===== src/sv/rau_pkg.sv =====
// Package with shared constants, codes and the pipeline item type of the fraction ALU.
`timescale 1ns / 1ps
`default_nettype none
package rau_pkg;

  localparam int unsigned DATA_W    = 32;
  localparam int unsigned KIND_W    = 3;
  localparam int unsigned SHIFT_W   = $clog2(DATA_W);
  localparam int unsigned GCD_STEPS = 2 * DATA_W;
  localparam int unsigned DIV_STEPS = DATA_W;

  localparam logic [KIND_W-1:0] KIND_SUM  = 3'd0;
  localparam logic [KIND_W-1:0] KIND_DIFF = 3'd1;
  localparam logic [KIND_W-1:0] KIND_PROD = 3'd2;
  localparam logic [KIND_W-1:0] KIND_QUOT = 3'd3;
  localparam logic [KIND_W-1:0] KIND_CMP  = 3'd4;
  localparam logic [KIND_W-1:0] KIND_RED  = 3'd5;

  typedef struct packed {
    logic [KIND_W-1:0]  kind;
    logic [DATA_W-1:0]  res_num;
    logic [DATA_W-1:0]  res_den;
    logic               less;
    logic               greater;
    logic               neg_n;
    logic               neg_d;
    logic               trivial;
    logic [DATA_W-1:0]  mag_n;
    logic [DATA_W-1:0]  mag_d;
    logic [DATA_W-1:0]  gx;
    logic [DATA_W-1:0]  gy;
    logic [SHIFT_W-1:0] gk;
    logic [DATA_W-1:0]  divisor;
    logic [DATA_W:0]    rem_n;
    logic [DATA_W:0]    rem_d;
  } item_t;

endpackage
`default_nettype wire


===== src/sv/rau_div_step.sv =====
// One registered restoring division step for both reduce magnitudes.
`timescale 1ns / 1ps
`default_nettype none
module rau_div_step import rau_pkg::*; (
  input  wire logic  clk_i,
  input  wire logic  rst_ni,
  input  wire logic  en_i,
  input  wire logic  valid_i,
  input  wire item_t item_i,
  output logic       valid_o,
  output item_t      item_o
);

  logic              valid_q;
  item_t             item_d, item_q;
  logic [DATA_W:0]   trial_n, trial_d, dvs;

  assign dvs     = {1'b0, item_i.divisor};
  assign trial_n = {item_i.rem_n[DATA_W-1:0], item_i.mag_n[DATA_W-1]};
  assign trial_d = {item_i.rem_d[DATA_W-1:0], item_i.mag_d[DATA_W-1]};

  always_comb begin
    item_d = item_i;
    if (trial_n >= dvs) begin
      item_d.rem_n = trial_n - dvs;
      item_d.mag_n = {item_i.mag_n[DATA_W-2:0], 1'b1};
    end else begin
      item_d.rem_n = trial_n;
      item_d.mag_n = {item_i.mag_n[DATA_W-2:0], 1'b0};
    end
    if (trial_d >= dvs) begin
      item_d.rem_d = trial_d - dvs;
      item_d.mag_d = {item_i.mag_d[DATA_W-2:0], 1'b1};
    end else begin
      item_d.rem_d = trial_d;
      item_d.mag_d = {item_i.mag_d[DATA_W-2:0], 1'b0};
    end
  end

  always_ff @(posedge clk_i or negedge rst_ni) begin
    if (!rst_ni) begin
      valid_q <= 1'b0;
    end else if (en_i) begin
      valid_q <= valid_i;
    end
  end

  always_ff @(posedge clk_i) begin
    if (en_i) begin
      item_q <= item_d;
    end
  end

  assign valid_o = valid_q;
  assign item_o  = item_q;

endmodule
`default_nettype wire


===== config.mk =====
export PLATFORM = sky130hd
export DESIGN_NAME = rau_div_step
export DESIGN_NICKNAME = d
export VERILOG_FILES = /design/src/sv/rau_pkg.sv /design/src/sv/rau_div_step.sv
export SDC_FILE = /design/constraint.sdc
export NUM_CORES = 1
export LEC_CHECK = 0
export ABC_CLOCK_PERIOD_IN_PS = 800
export BUFFER_PORTS_ARGS = -buffer_cell sky130_fd_sc_hd__buf_2
export CAP_MARGIN = 20
export CORE_MARGIN = 2
export CORE_UTILIZATION = 25
export CTS_CLUSTER_DIAMETER = 80
export DETAILED_ROUTE_END_ITERATION = 8
export GPL_TIMING_DRIVEN = 0
export HOLD_SLACK_MARGIN = 0.05
export PLACE_DENSITY_LB_ADDON = 0.2
export RECOVER_POWER = 50
export SLEW_MARGIN = 10
export SYNTH_ARGS = -nofsm -noshare
export SYNTH_HDL_FRONTEND = slang
export SYNTH_SLANG_ARGS = --single-unit

===== constraint.sdc =====
create_clock -name clk_i -period 0.8 [get_ports clk_i]
set_input_delay 0 -clock clk_i [delete_from_list [all_inputs] [get_ports clk_i]]
set_output_delay 0 -clock clk_i [all_outputs]
set_load 0.05 [all_outputs]

==> flow_summary.toml <==
[outcome]
status = "complete, but fails checks"
violations = "hold timing, setup timing"

[die]
dieArea_sq_um = 55800
start_util_pct = 25.1
coreArea_sq_um = 53600
die_w_microns = 236
fp.dieH_microns = 236
fp-row-count = 85
io_pins = 611

[setup_path]
path_buf_inv = 5
worstPathMaxFanout = 7
worstReg2RegEnd = "valid_o$_DFFE_PN0P_"
path_cells = "buf_8 -> clkinvlp_4 -> ha_4 -> nand2_4 -> nor3_4 -> o211ai_1 -> buf_4 -> a31oi_4 -> buf_6 -> a211oi_4 -> o31ai_4 -> buf_12 -> mux2_4"
r2r_cells = 1
reg2reg_from = "valid_o$_DFFE_PN0P_"
slowest_stage = "o31ai_4"
reg2reg_slack_ns = 0.02
arrival_ns = 2.42
worstSetupEndpointType = "flip-flop"
cp-start-kind = "input port"
cp.required_ns = 1.10
path_delay_family = "compound AO/OA/AOI/OAI gates"
cpPeakStageDelay_ns = 0.46
path_class = "in2reg"

[sta]
post-route-period-util_pct = 265
rsz0062_at_grt = "true"
setup-violations-final = 540
worst_slew_pin_slew_ns = 0.686
finalClockSkew_ns = 0
whs_ns = -0.352
hold_viol = 7
max_freq_mhz = 472
max-slew-margin-rel_pct = 54.3
maxSlewViolCount = 0
fin_ws_ns = -1.32
period_minus_slack_ns = 2.12

[grt]
grtUsageTotal_pct = 21.6
grt_max_degree = 110
grt_overflow = 0
grt_pass1_wl_mm = 87.4
grt_pass1_vias = 12700
antenna_found_initial = 20

[placement]
io_buffers = 608
placed_cell_area_sq_um = 18100
place.gp.congestion = 0.899
dp_hpwl_mm = 46.9

[hold_path]
hold_class = "in2reg"
holdPathStages = 1
hold_end = "item_o[66]$_DFFE_PP_"
hold_start = "item_i[66]"

[yosys]
synthDistinctLibCells = 61
syn-num-nets = 1353
syn_area_per_cell_sq_um = 13.7
synth_edf_count = 303
yosysTopAreaCell = "edfxtp_1"
ys_seq_area_share_pct = 67.7
ys_warn_count = 0
yosys-top-cells-count = "edfxtp_1 (303), a21oi_1 (86), ha_1 (64), nor2_1 (64), nand2_1 (63)"
synth_top_area_share_pct = 67.5
synth_cells = 980
netlist_area_sq_um = 13500
yosysMostFrequentCell = "edfxtp_1"
async_reset_ff_share_pct = 0.329
ys_top_cells_by_area = "edfxtp_1 (68%), ha_1 (5.9%), a21oi_1 (3.2%)"
synth-seq-cells = 304
synth_flop_cell = "edfxtp_1"

[drt]
drt-pass1-iter-count = 4
routed_wl_mm = 64.6
dr.first_iter.drc_count = 503
vias = 12400
final_antenna_net_count = 0
avgViaCountPerCell = 4.57
drc = 0
wl_per_cell_microns = 23.7

[layout]
nFillCells = 4783
final_area_sq_um = 25800
layout-drive-gt1-share_pct = 44.7
num-nets-final = 2358
syn2layout_area_growth_pct = 91.4

[clock_tree]
h-tree-depth = 2
clk_pin_slew_ns = 0.05
clk_path_buf_depth = 3
numCtsBuffers = 40
cts_num_sinks = 304
clk-insertion-delay-late_ns = 0.57
cts_tree = "yes"
cts-root-buf = "clkbuf_16"

[pwr]
powerDensity_nw_per_um2 = 2170
p_total_mw = 56.1
ir_worst_vdd_uv = 1360
p_leak_nw = 10.7

[flow_run]
max-cap-violations = 0
[layer usage]
| metal | vias up | global-route usage [%] | part of all wire [%] | routed length [microns] |
|---|---|---|---|---|
| li1 | 5753 | - | - | - |
| met5 | - | 1.73 | 0.43 | 277 |
| met4 | 24 | 10.7 | 5.4 | 3500 |
| met2 | 474 | 36.8 | 49 | 31700 |
| met3 | 130 | 6.21 | 6.8 | 4420 |
| met1 | 6055 | 24.6 | 38 | 24700 |
[sequential cells by signal, indices dropped and copies added (netlist names)]
signal / count
item_o: 303
valid_o: 1
[per-stage QoR]
| step | setup slack (ns) | util (%) | instances | TNS [ns] | hold slack [ns] |
|---|---|---|---|---|---|
| floorplan | -1.53 | - | 980 | -90.11 | -0.296 |
| global placement | -5.04 | 33.6 | 2284 | -1613.45 | -0.225 |
| detailed placement | -2.79 | 33.7 | 2287 | -268.57 | -0.224 |
| CTS | -1.29 | 43.8 | 2675 | -207.81 | -0.365 |
| global route | -1.38 | 48.1 | 2718 | -231.38 | -0.383 |
| finish | -1.32 | 48.1 | 2721 | -206.14 | -0.352 |
[power breakdown]
group          total, mW  switching (mW)  leakage [nW]  internal [mW]
Clock               18.1            7.51         0.633           10.6
Combinational       17.8            10.6          7.05           7.20
Sequential          20.2           0.755          2.98           19.4
Total               56.1            18.9          10.7           37.2
[cells by family (layout without fill, tap and decap cells)]
logic type | Yosys count | in the layout | synth area share (%)
AOI/OAI and AO/OA | 247 | 247 | 11.5
xor gates and xnor gates | 53 | 53 | 3.45
adders and majority gates | 66 | 66 | 6.24
buffers and inverters | 74 | 1110 | 2.16
DFF | 304 | 304 | 67.7
muxes | 15 | 15 | 1.25
other | 0 | 9 | 0
and+or+nand+nor | 221 | 221 | 7.68
[final cells by class]
type	count	area [sq um]	share of cell area [%]
Sequential cell	304	9130	35.4
Clock inverter	24	241	0.936
Inverter	49	270	1.05
Clock buffer	49	1070	4.13
Multi-Input combinational cell	602	5180	20.1
Tap cell	696	871	3.38
Antenna cell	9	22.5	0.0873
Timing Repair Buffer	967	8730	33.8
Buffer	21	293	1.14
[placed cells by master, fill, tap and decap left out, drive strengths merged, types with 8 or more instances in the layout]
cell / n
clkinv: 13
clkbuf: 82
nand3: 17
and3: 9
ha: 64
edfxtp: 303
nor3: 17
o31ai: 10
a21o: 30
nand4: 9
nor2: 64
diode: 9
nand2b: 8
xnor2: 28
nor2b: 10
o21ai: 53
inv: 52
a211oi: 8
dlygate4sd3: 299
a21oi: 86
mux2: 15
nand2: 63
buf: 656
xor2: 25
[worst max path at each step]
stage | start | end | slack, ns | cells past startpoint
final | item_i[76] | item_o[36]$_DFFE_PP_ | -1.32 | 13
after global routing | item_i[83] | item_o[61]$_DFFE_PP_ | -1.38 | 11
after CTS | item_i[73] | item_o[36]$_DFFE_PP_ | -1.29 | 13
after detailed placement | item_i[75] | item_o[44]$_DFFE_PP_ | -2.79 | 11
after global placement | en_i | valid_o$_DFFE_PN0P_ | -5.04 | 2
after floorplan | item_i[230] | item_o[61]$_DFFE_PP_ | -1.53 | 11
[what timing repair did]
item,CTS,global route
hold endpoints to repair,320,37
gates cloned,7,5
buffers inserted,26,19
endpoints found under the setup margin,449,449
hold buffers,284,15
pin swaps,24,40
gates resized for setup,233,848
Note: power is estimated with default switching activity, not from simulation.
