[src/sv/rau_pkg.sv]
// Package with shared constants, codes and the pipeline item type of the fraction ALU.
`timescale 1ns / 1ps
`default_nettype none
package rau_pkg;

  localparam int unsigned DATA_W    = 32;
  localparam int unsigned KIND_W    = 3;
  localparam int unsigned SHIFT_W   = $clog2(DATA_W);
  localparam int unsigned GCD_STEPS = 2 * DATA_W;
  localparam int unsigned DIV_STEPS = DATA_W;

  localparam logic [KIND_W-1:0] KIND_SUM  = 3'd0;
  localparam logic [KIND_W-1:0] KIND_DIFF = 3'd1;
  localparam logic [KIND_W-1:0] KIND_PROD = 3'd2;
  localparam logic [KIND_W-1:0] KIND_QUOT = 3'd3;
  localparam logic [KIND_W-1:0] KIND_CMP  = 3'd4;
  localparam logic [KIND_W-1:0] KIND_RED  = 3'd5;

  typedef struct packed {
    logic [KIND_W-1:0]  kind;
    logic [DATA_W-1:0]  res_num;
    logic [DATA_W-1:0]  res_den;
    logic               less;
    logic               greater;
    logic               neg_n;
    logic               neg_d;
    logic               trivial;
    logic [DATA_W-1:0]  mag_n;
    logic [DATA_W-1:0]  mag_d;
    logic [DATA_W-1:0]  gx;
    logic [DATA_W-1:0]  gy;
    logic [SHIFT_W-1:0] gk;
    logic [DATA_W-1:0]  divisor;
    logic [DATA_W:0]    rem_n;
    logic [DATA_W:0]    rem_d;
  } item_t;

endpackage
`default_nettype wire

[src/sv/rau_gcd_step.sv]
// One registered step of the binary gcd on the reduce magnitudes.
`timescale 1ns / 1ps
`default_nettype none
module rau_gcd_step import rau_pkg::*; (
  input  wire logic  clk_i,
  input  wire logic  rst_ni,
  input  wire logic  en_i,
  input  wire logic  valid_i,
  input  wire item_t item_i,
  output logic       valid_o,
  output item_t      item_o
);

  logic  valid_q;
  item_t item_d, item_q;

  always_comb begin
    item_d = item_i;
    if (item_i.gx != '0 && item_i.gy != '0) begin
      case ({item_i.gx[0], item_i.gy[0]})
        2'b00: begin
          item_d.gx = item_i.gx >> 1;
          item_d.gy = item_i.gy >> 1;
          item_d.gk = item_i.gk + 1'b1;
        end
        2'b01: item_d.gx = item_i.gx >> 1;
        2'b10: item_d.gy = item_i.gy >> 1;
        default: begin
          if (item_i.gx >= item_i.gy) begin
            item_d.gx = (item_i.gx - item_i.gy) >> 1;
          end else begin
            item_d.gy = (item_i.gy - item_i.gx) >> 1;
          end
        end
      endcase
    end
  end

  always_ff @(posedge clk_i or negedge rst_ni) begin
    if (!rst_ni) begin
      valid_q <= 1'b0;
    end else if (en_i) begin
      valid_q <= valid_i;
    end
  end

  always_ff @(posedge clk_i) begin
    if (en_i) begin
      item_q <= item_d;
    end
  end

  assign valid_o = valid_q;
  assign item_o  = item_q;

endmodule
`default_nettype wire

[config.mk]
export PLATFORM = sky130hd
export DESIGN_NAME = rau_gcd_step
export DESIGN_NICKNAME = d
export VERILOG_FILES = /design/src/sv/rau_pkg.sv /design/src/sv/rau_gcd_step.sv
export SDC_FILE = /design/constraint.sdc
export NUM_CORES = 1
export LEC_CHECK = 0
export BUFFER_PORTS_ARGS = -buffer_cell sky130_fd_sc_hd__clkbuf_2
export CORE_AREA = 4 4 237 239
export CTS_CLUSTER_DIAMETER = 50
export DETAILED_ROUTE_END_ITERATION = 12
export DIE_AREA = 0 0 241 243
export GPL_TIMING_DRIVEN = 0
export PLACE_DENSITY = 0.48
export SETUP_SLACK_MARGIN = 0.4
export SYNTH_ARGS = -nofsm -noshare
export SYNTH_HDL_FRONTEND = slang
export SYNTH_SLANG_ARGS = --single-unit
[constraint.sdc]
create_clock -name clk_i -period 0.87 [get_ports clk_i]
set_input_delay 0.087 -clock clk_i [delete_from_list [all_inputs] [get_ports clk_i]]
set_output_delay 0.087 -clock clk_i [all_outputs]
set_load 0.02 [all_outputs]
==> results of run 1 <==
logic make-up (layout without fill, tap and decap cells):
logic type,Yosys count,after routing
multiplexers,3,3
XOR/XNOR,58,58
buffers and inverters,136,1194
flip-flops,304,304
other,0,12
adder cells (fa/ha/maj),69,69
AND/OR/NAND/NOR,252,252
AO/OA/AOI/OAI,311,311
power groups by stage:
stage               sequential [uW]  combinational [uW]  clock [uW]
finish                        18300               14200       17900
global route                  18400               14800       19000
CTS                           18100               12500       18400
detailed placement            18300                9190           0
global placement              18500                9200           0
floorplan                     19900                3090           0
cell usage in the layout, fill, tap and decap left out, types with 9 or more instances in the layout:
master | netlist | final
xnor2_1 | 33 | 31
a21oi_1 | 84 | 67
buf_8 | 0 | 39
nor2_1 | 71 | 67
o21ai_0 | 49 | 27
buf_6 | 3 | 191
clkbuf_1 | 35 | 13
dlygate4sd3_1 | 0 | 230
clkbuf_2 | 0 | 282
o21bai_1 | 16 | 15
edfxtp_1 | 303 | 303
a22oi_2 | 0 | 14
nand2b_1 | 11 | 11
buf_2 | 8 | 32
buf_16 | 0 | 14
o21a_1 | 9 | 9
ha_1 | 67 | 50
clkbuf_16 | 0 | 56
o21ai_1 | 2 | 18
a221o_1 | 21 | 21
inv_1 | 84 | 71
ha_4 | 0 | 16
nand4_1 | 23 | 23
nand2_1 | 76 | 67
diode_2 | 0 | 12
a21oi_2 | 1 | 12
buf_4 | 2 | 88
a21o_1 | 29 | 27
clkbuf_8 | 0 | 104
clkbuf_4 | 0 | 9
xor2_1 | 25 | 23
metrics by stage:
stage	instance area (um2)	power, uW	setup WS [ns]	utilization
after floorplan	14710	23020	-1.677	-
after global placement	18630	27680	-5.686	0.3462
after detailed placement	18720	27510	-2.889	0.3479
after CTS	25560	48980	-1.615	0.4749
after global routing	27590	52260	-1.655	0.5127
final	27600	50420	-1.624	0.5130
flip-flops by register name, indices dropped and copies added (netlist names):
name,count
valid_o,1
item_o,303
layer usage:
layer / vias to the layer above / share of wire / GRT usage / wire length (um)
met1: 7130 / 0.39 / 0.3247 / 32950
met3: 168 / 0.093 / 0.09581 / 7805
met5: - / 0.00049 / 0 / 41
met2: 649 / 0.47 / 0.4387 / 39220
met4: 6 / 0.045 / 0.08861 / 3802
li1: 6381 / - / - / -
final cells by class:
| class | count | area [um2] |
|---|---|---|
| fill | 4693 | 26210 |
| timing repair buffer | 979 | 9364 |
| sequential | 304 | 9125 |
| multi-input combinational | 693 | 5918 |
| clock buffer | 46 | 1087 |
| tap | 696 | 870.8 |
| buffer | 51 | 481.7 |
| clock inverter | 33 | 372.9 |
| inverter | 85 | 354.1 |
| antenna | 12 | 30.03 |
what timing repair did:
item	4_1_cts	5_1_grt
gates cloned	17	7
hold endpoints to repair	311	73
buffers inserted	77	30
pin swaps	52	58
endpoints found under the setup margin	641	591
gates resized for setup	463	709
worst paths after layout:
path / cells after the start / endpoint / from / slack, ns
setup / recovery: 12 / item_o[125] / item_i[121] / -1.62
hold / removal: 2 / valid_o / valid_i / -0.24
setup reg to reg: 1 / valid_o / valid_o / 0.10
hold reg to reg: 1 / valid_o / valid_o / 0.53
max in group asynchronous: 2 / valid_o / rst_ni / 0.93
min in group asynchronous: 2 / valid_o / rst_ni / -0.15
==> out/qor.txt, run 1 <==
TNS Setup = -199.54 ns
largest net degree at the start of global routing = 56
post-synthesis sequential area ratio = 0.6284
final antenna-violating net count = 0
gr usage total = 0.2665
Post-Layout Cell Count = 2899
combinational power share = 0.282
drc violations = 0
HPWL after detailed placement = 61.59 mm
largest fanout on the critical path = 10
Top FF cell, synth = edfxtp_1
slowest CP cell = a2111oi_4
Leak = 0.01170 uW
CP Class = in2reg
Mean Syn Cell Area = 12.81 um2
Slew headroom = 0.4952
Worst EP arrival = 2.86 ns
vias = 14330
Peak VDD IR = 0.001469 V
RePlAce Congestion = 0.9303
WHS = -0.2418 ns
mux contribution to synthesized area = 0.002241
Synth Cell Area = 0.01452 mm2
complex-gate fraction of the synthesized area = 0.1524
worst setup margin = -1.624 ns
clock latency on the worst-skew pair = 0.56 ns
chain of cells forming the critical path = buf_2 > inv_1 > ha_1 > buf_4 > nand4_1 > or2_2 > a2111oi_4 > nor4_4 > buf_4 > buf_4 > xnor2_1 > a211oi_4
Synth Area in Adders = 0.06050
Worst EP required = 1.23 ns
core box area = 0.05381 mm2
first-pass GRT wire length = 111.7 mm
Rows = 85
synth top area cells = edfxtp_1, ha_1, a21oi_1
antenna violations before repair = 17
Post-synth top cells = edfxtp_1, a21oi_1, inv_1
net count after synthesis = 1509
worst path bufs/invs = 5
Total Nets Final = 2533
#FFs+latches synth = 304
cell taking the most area after synthesis = edfxtp_1
global route overflow = 0
sequential fraction of design power = 0.363
final worst path period share = 2.867
slowest cell delay on critical path = 0.46 ns
initial drt markers = 943
Top Family by Delay on Critical Path = compound AO/OA/AOI/OAI gates
H-tree depth = 2
DRT Pass-1 Iters = 6
largest family of logic cells by synthesized area = compound AO/OA/AOI/OAI gates
share of the synthesized area in the top cell type = 0.6267
die area = 0.05856 mm2
failing checks = negative hold slack, negative setup slack
Setup crit end kind = flip-flop
HP Class = in2reg
Cells after DPL = 2442
slew of the pin with the lowest slew margin = 0.7572 ns
Area growth syn-to-layout = 90.12%
internal power = 35000 uW
share of layout cells above drive strength 1 = 0.4655
Post-Synthesis Cells = 1133
Fin. Hold Viols = 63
clock skew = 0 ns
Num Clock Sinks = 304
most common cell in the netlist = edfxtp_1
Net Sw Power = 15420 uW
Routed WL = 83.82 mm
PortBufs = 610
# setup viols final = 373
# hold bufs at CTS = 236
Distinct cells, synth = 69
Synth Area in Simple Gates = 0.08359
drt via density = 4.944
outcome = finished, violations left
CP startpoint kind = input pin
Post-synth EDFFs = 303
Highest Clock Rate = 0.4009 GHz
die width = 241 um
Clock Path Buffers = 3
unrepaired setup endpoints after global routing = true
pins over their slew limit = 0
most frequent CP cell = buf_4
Syn. warnings = 0
Max Cap Viol = 0
Sw Share = 0.3059
clock buffer count from CTS = 43
power per cell area = 1827 mW/mm2
WL per Instance = 28.91 um
IO Pins = 611
vias in the first global route = 14650
clock power share = 0.355
Initial Util = 0.2698
Die Height = 243 um
TritonCTS clock tree = built
asr flop ratio synth = 0.003289
Final min period = 2.494 ns
clock transition at the registers of the reported paths = 0.06 ns
Root Buffer = clkbuf_16
Synth Area in XOR/XNOR = 0.03499
Power figures use the tool's default switching activity.
==> inputs of run 2 (changes only) <==
==> constraint.sdc (replaced) <==
create_clock -name clk_i -period 0.87 [get_ports clk_i]
set_input_delay 0.1305 -clock clk_i [delete_from_list [all_inputs] [get_ports clk_i]]
set_output_delay 0.1305 -clock clk_i [all_outputs]
set_load 0.02 [all_outputs]
==> out/qor.txt, run 2 (synthesis gave the netlist of run 1 again) <==
Setup WS pre-CTS = -2.933 ns
Slew headroom = 0.5015
PortBufs = 610
Max Cap Viol = 0
worst hold stages = 2
most common cell after layout, fill and taps aside = edfxtp_1
WHS = -0.1998 ns
pins over their slew limit = 0
HPWL after detailed placement = 61.59 mm
unrepaired setup endpoints after global routing = true
fin area = 0.02779 mm2
Cells after DPL = 2442
final antenna-violating net count = 0
largest fanout on the critical path = 5
Critical R2R Capture = valid_o
die width = 241 um
worst setup margin = -1.683 ns
H-tree depth = 2
power per cell area = 1818 mW/mm2
CP startpoint kind = input pin
Initial Util = 0.2698
# hold bufs at CTS = 233
Worst EP required = 1.15 ns
gr usage total = 0.2669
Worst R2R Path Depth = 1
Area growth syn-to-layout = 91.42%
CP Class = in2reg
vias = 14320
Final Core Density = 0.5164
drc violations = 0
WL per Instance = 28.87 um
Peak VDD IR = 0.001472 V
initial drt markers = 976
Final min period = 2.553 ns
share of layout cells above drive strength 1 = 0.4686
Clock Path Buffers = 3
clock transition at the registers of the reported paths = 0.06 ns
final worst path period share = 2.934
Fin. Hold Viols = 46
clock buffer count from CTS = 43
R2R setup slack = 0.09 ns
failing checks = negative hold slack, negative setup slack
max reg flops = 303
first-pass GRT wire length = 111.5 mm
Root Buffer = clkbuf_16
Total Nets Final = 2540
vias in the first global route = 14540
# setup viols final = 373
Hold Crit Start = valid_i
die area = 0.05856 mm2
drt via density = 4.937
Worst Hold Path EP = valid_o
TritonCTS clock tree = built
Num Clock Sinks = 304
slew of the pin with the lowest slew margin = 0.7477 ns
Die Height = 243 um
antenna violations before repair = 14
Rows = 85
Worst EP arrival = 2.83 ns
clock skew = 0 ns
outcome = finished, violations left
FF-to-FF Start = valid_o
Leak = 0.01178 uW
RePlAce Congestion = 0.9303
core box area = 0.05381 mm2
Post-Layout Cell Count = 2901
Placed Area = 0.01872 mm2
IO Pins = 611
largest net degree at the start of global routing = 56
Routed WL = 83.75 mm
DRT Pass-1 Iters = 6
most frequent cells in the layout = edfxtp_1, clkbuf_2, dlygate4sd3_1
Highest Clock Rate = 0.3918 GHz
Setup crit end kind = flip-flop
HP Class = in2reg
clock latency on the worst-skew pair = 0.56 ns
global route overflow = 0
-- run 2: cell count changes in the layout (fill, tap and decap cells not counted), moves of 2 or more --
cell           delta
buf_16            +6
clkbuf_8          +2
clkbuf_4          +2
clkbuf_2          -2
diode_2           -5
dlygate4sd3_1     -2
clkbuf_16         -4
buf_12            +5
-- run 2: worst max-delay path, cell delays in order --
cell	delay, ns
buf_4	0.15
inv_2	0.08
ha_1	0.33
clkbuf_8	0.16
a21oi_4	0.14
o221ai_4	0.14
a221o_1	0.45
o31a_4	0.40
a21oi_4	0.22
nand2b_1	0.09
a222oi_1	0.53
-- run 2: cell type report --
class | instances | area [um2]
flip-flops and latches | 304 | 9125
clock buffers | 46 | 1087
plain buffers | 51 | 478.0
inverters | 85 | 354.1
multi-input cells | 693 | 5948
clock inverters | 33 | 372.9
well taps | 696 | 870.8
repair buffers | 986 | 9538
diodes | 7 | 17.52
fillers | 4670 | 26020
-- run 2: power by group --
group | internal [uW] | total (uW) | switching, uW
sequential | 17600 | 18300 | 652
clock | 10700 | 17900 | 7200
combinational | 6720 | 14300 | 7590
-- run 2: repair_timing --
item	4_1_cts	5_1_grt
buffers inserted	81	33
hold endpoints to repair	295	50
setup endpoints to repair	641	619
cloned	23	3
gates resized for setup	471	713
pin swaps	52	60
-- run 2: how the worst max path moves through the flow --
stage / endpoint / startpoint / slack (ns) / cells after the start
global placement: valid_o / en_i / -5.73 / 2
detailed placement: item_o[129] / item_i[107] / -2.93 / 12
global route: item_o[126] / item_i[116] / -1.70 / 11
floorplan: item_o[116] / item_i[137] / -1.72 / 10
finish: item_o[126] / item_i[116] / -1.68 / 11
CTS: item_o[126] / item_i[135] / -1.66 / 12
-- run 2: per-stage QoR --
stage	hold WS [ns]	setup TNS (ns)	power, uW
after CTS	-0.2376	-228.04	49100
after global routing	-0.2223	-232.27	52330
after floorplan	-0.1651	-108.66	23020
final	-0.1998	-216.29	50520
after detailed placement	-0.09037	-413.97	27510
after global placement	-0.09306	-1828.08	27680
-- run 2: per-layer routing --
layer | vias up | global-route usage | share of wire
met2 | 629 | 0.4486 | 0.48
met1 | 7158 | 0.3267 | 0.39
met3 | 145 | 0.09206 | 0.092
met4 | 6 | 0.07224 | 0.038
li1 | 6384 | - | -
met5 | - | 0 | 0.00051
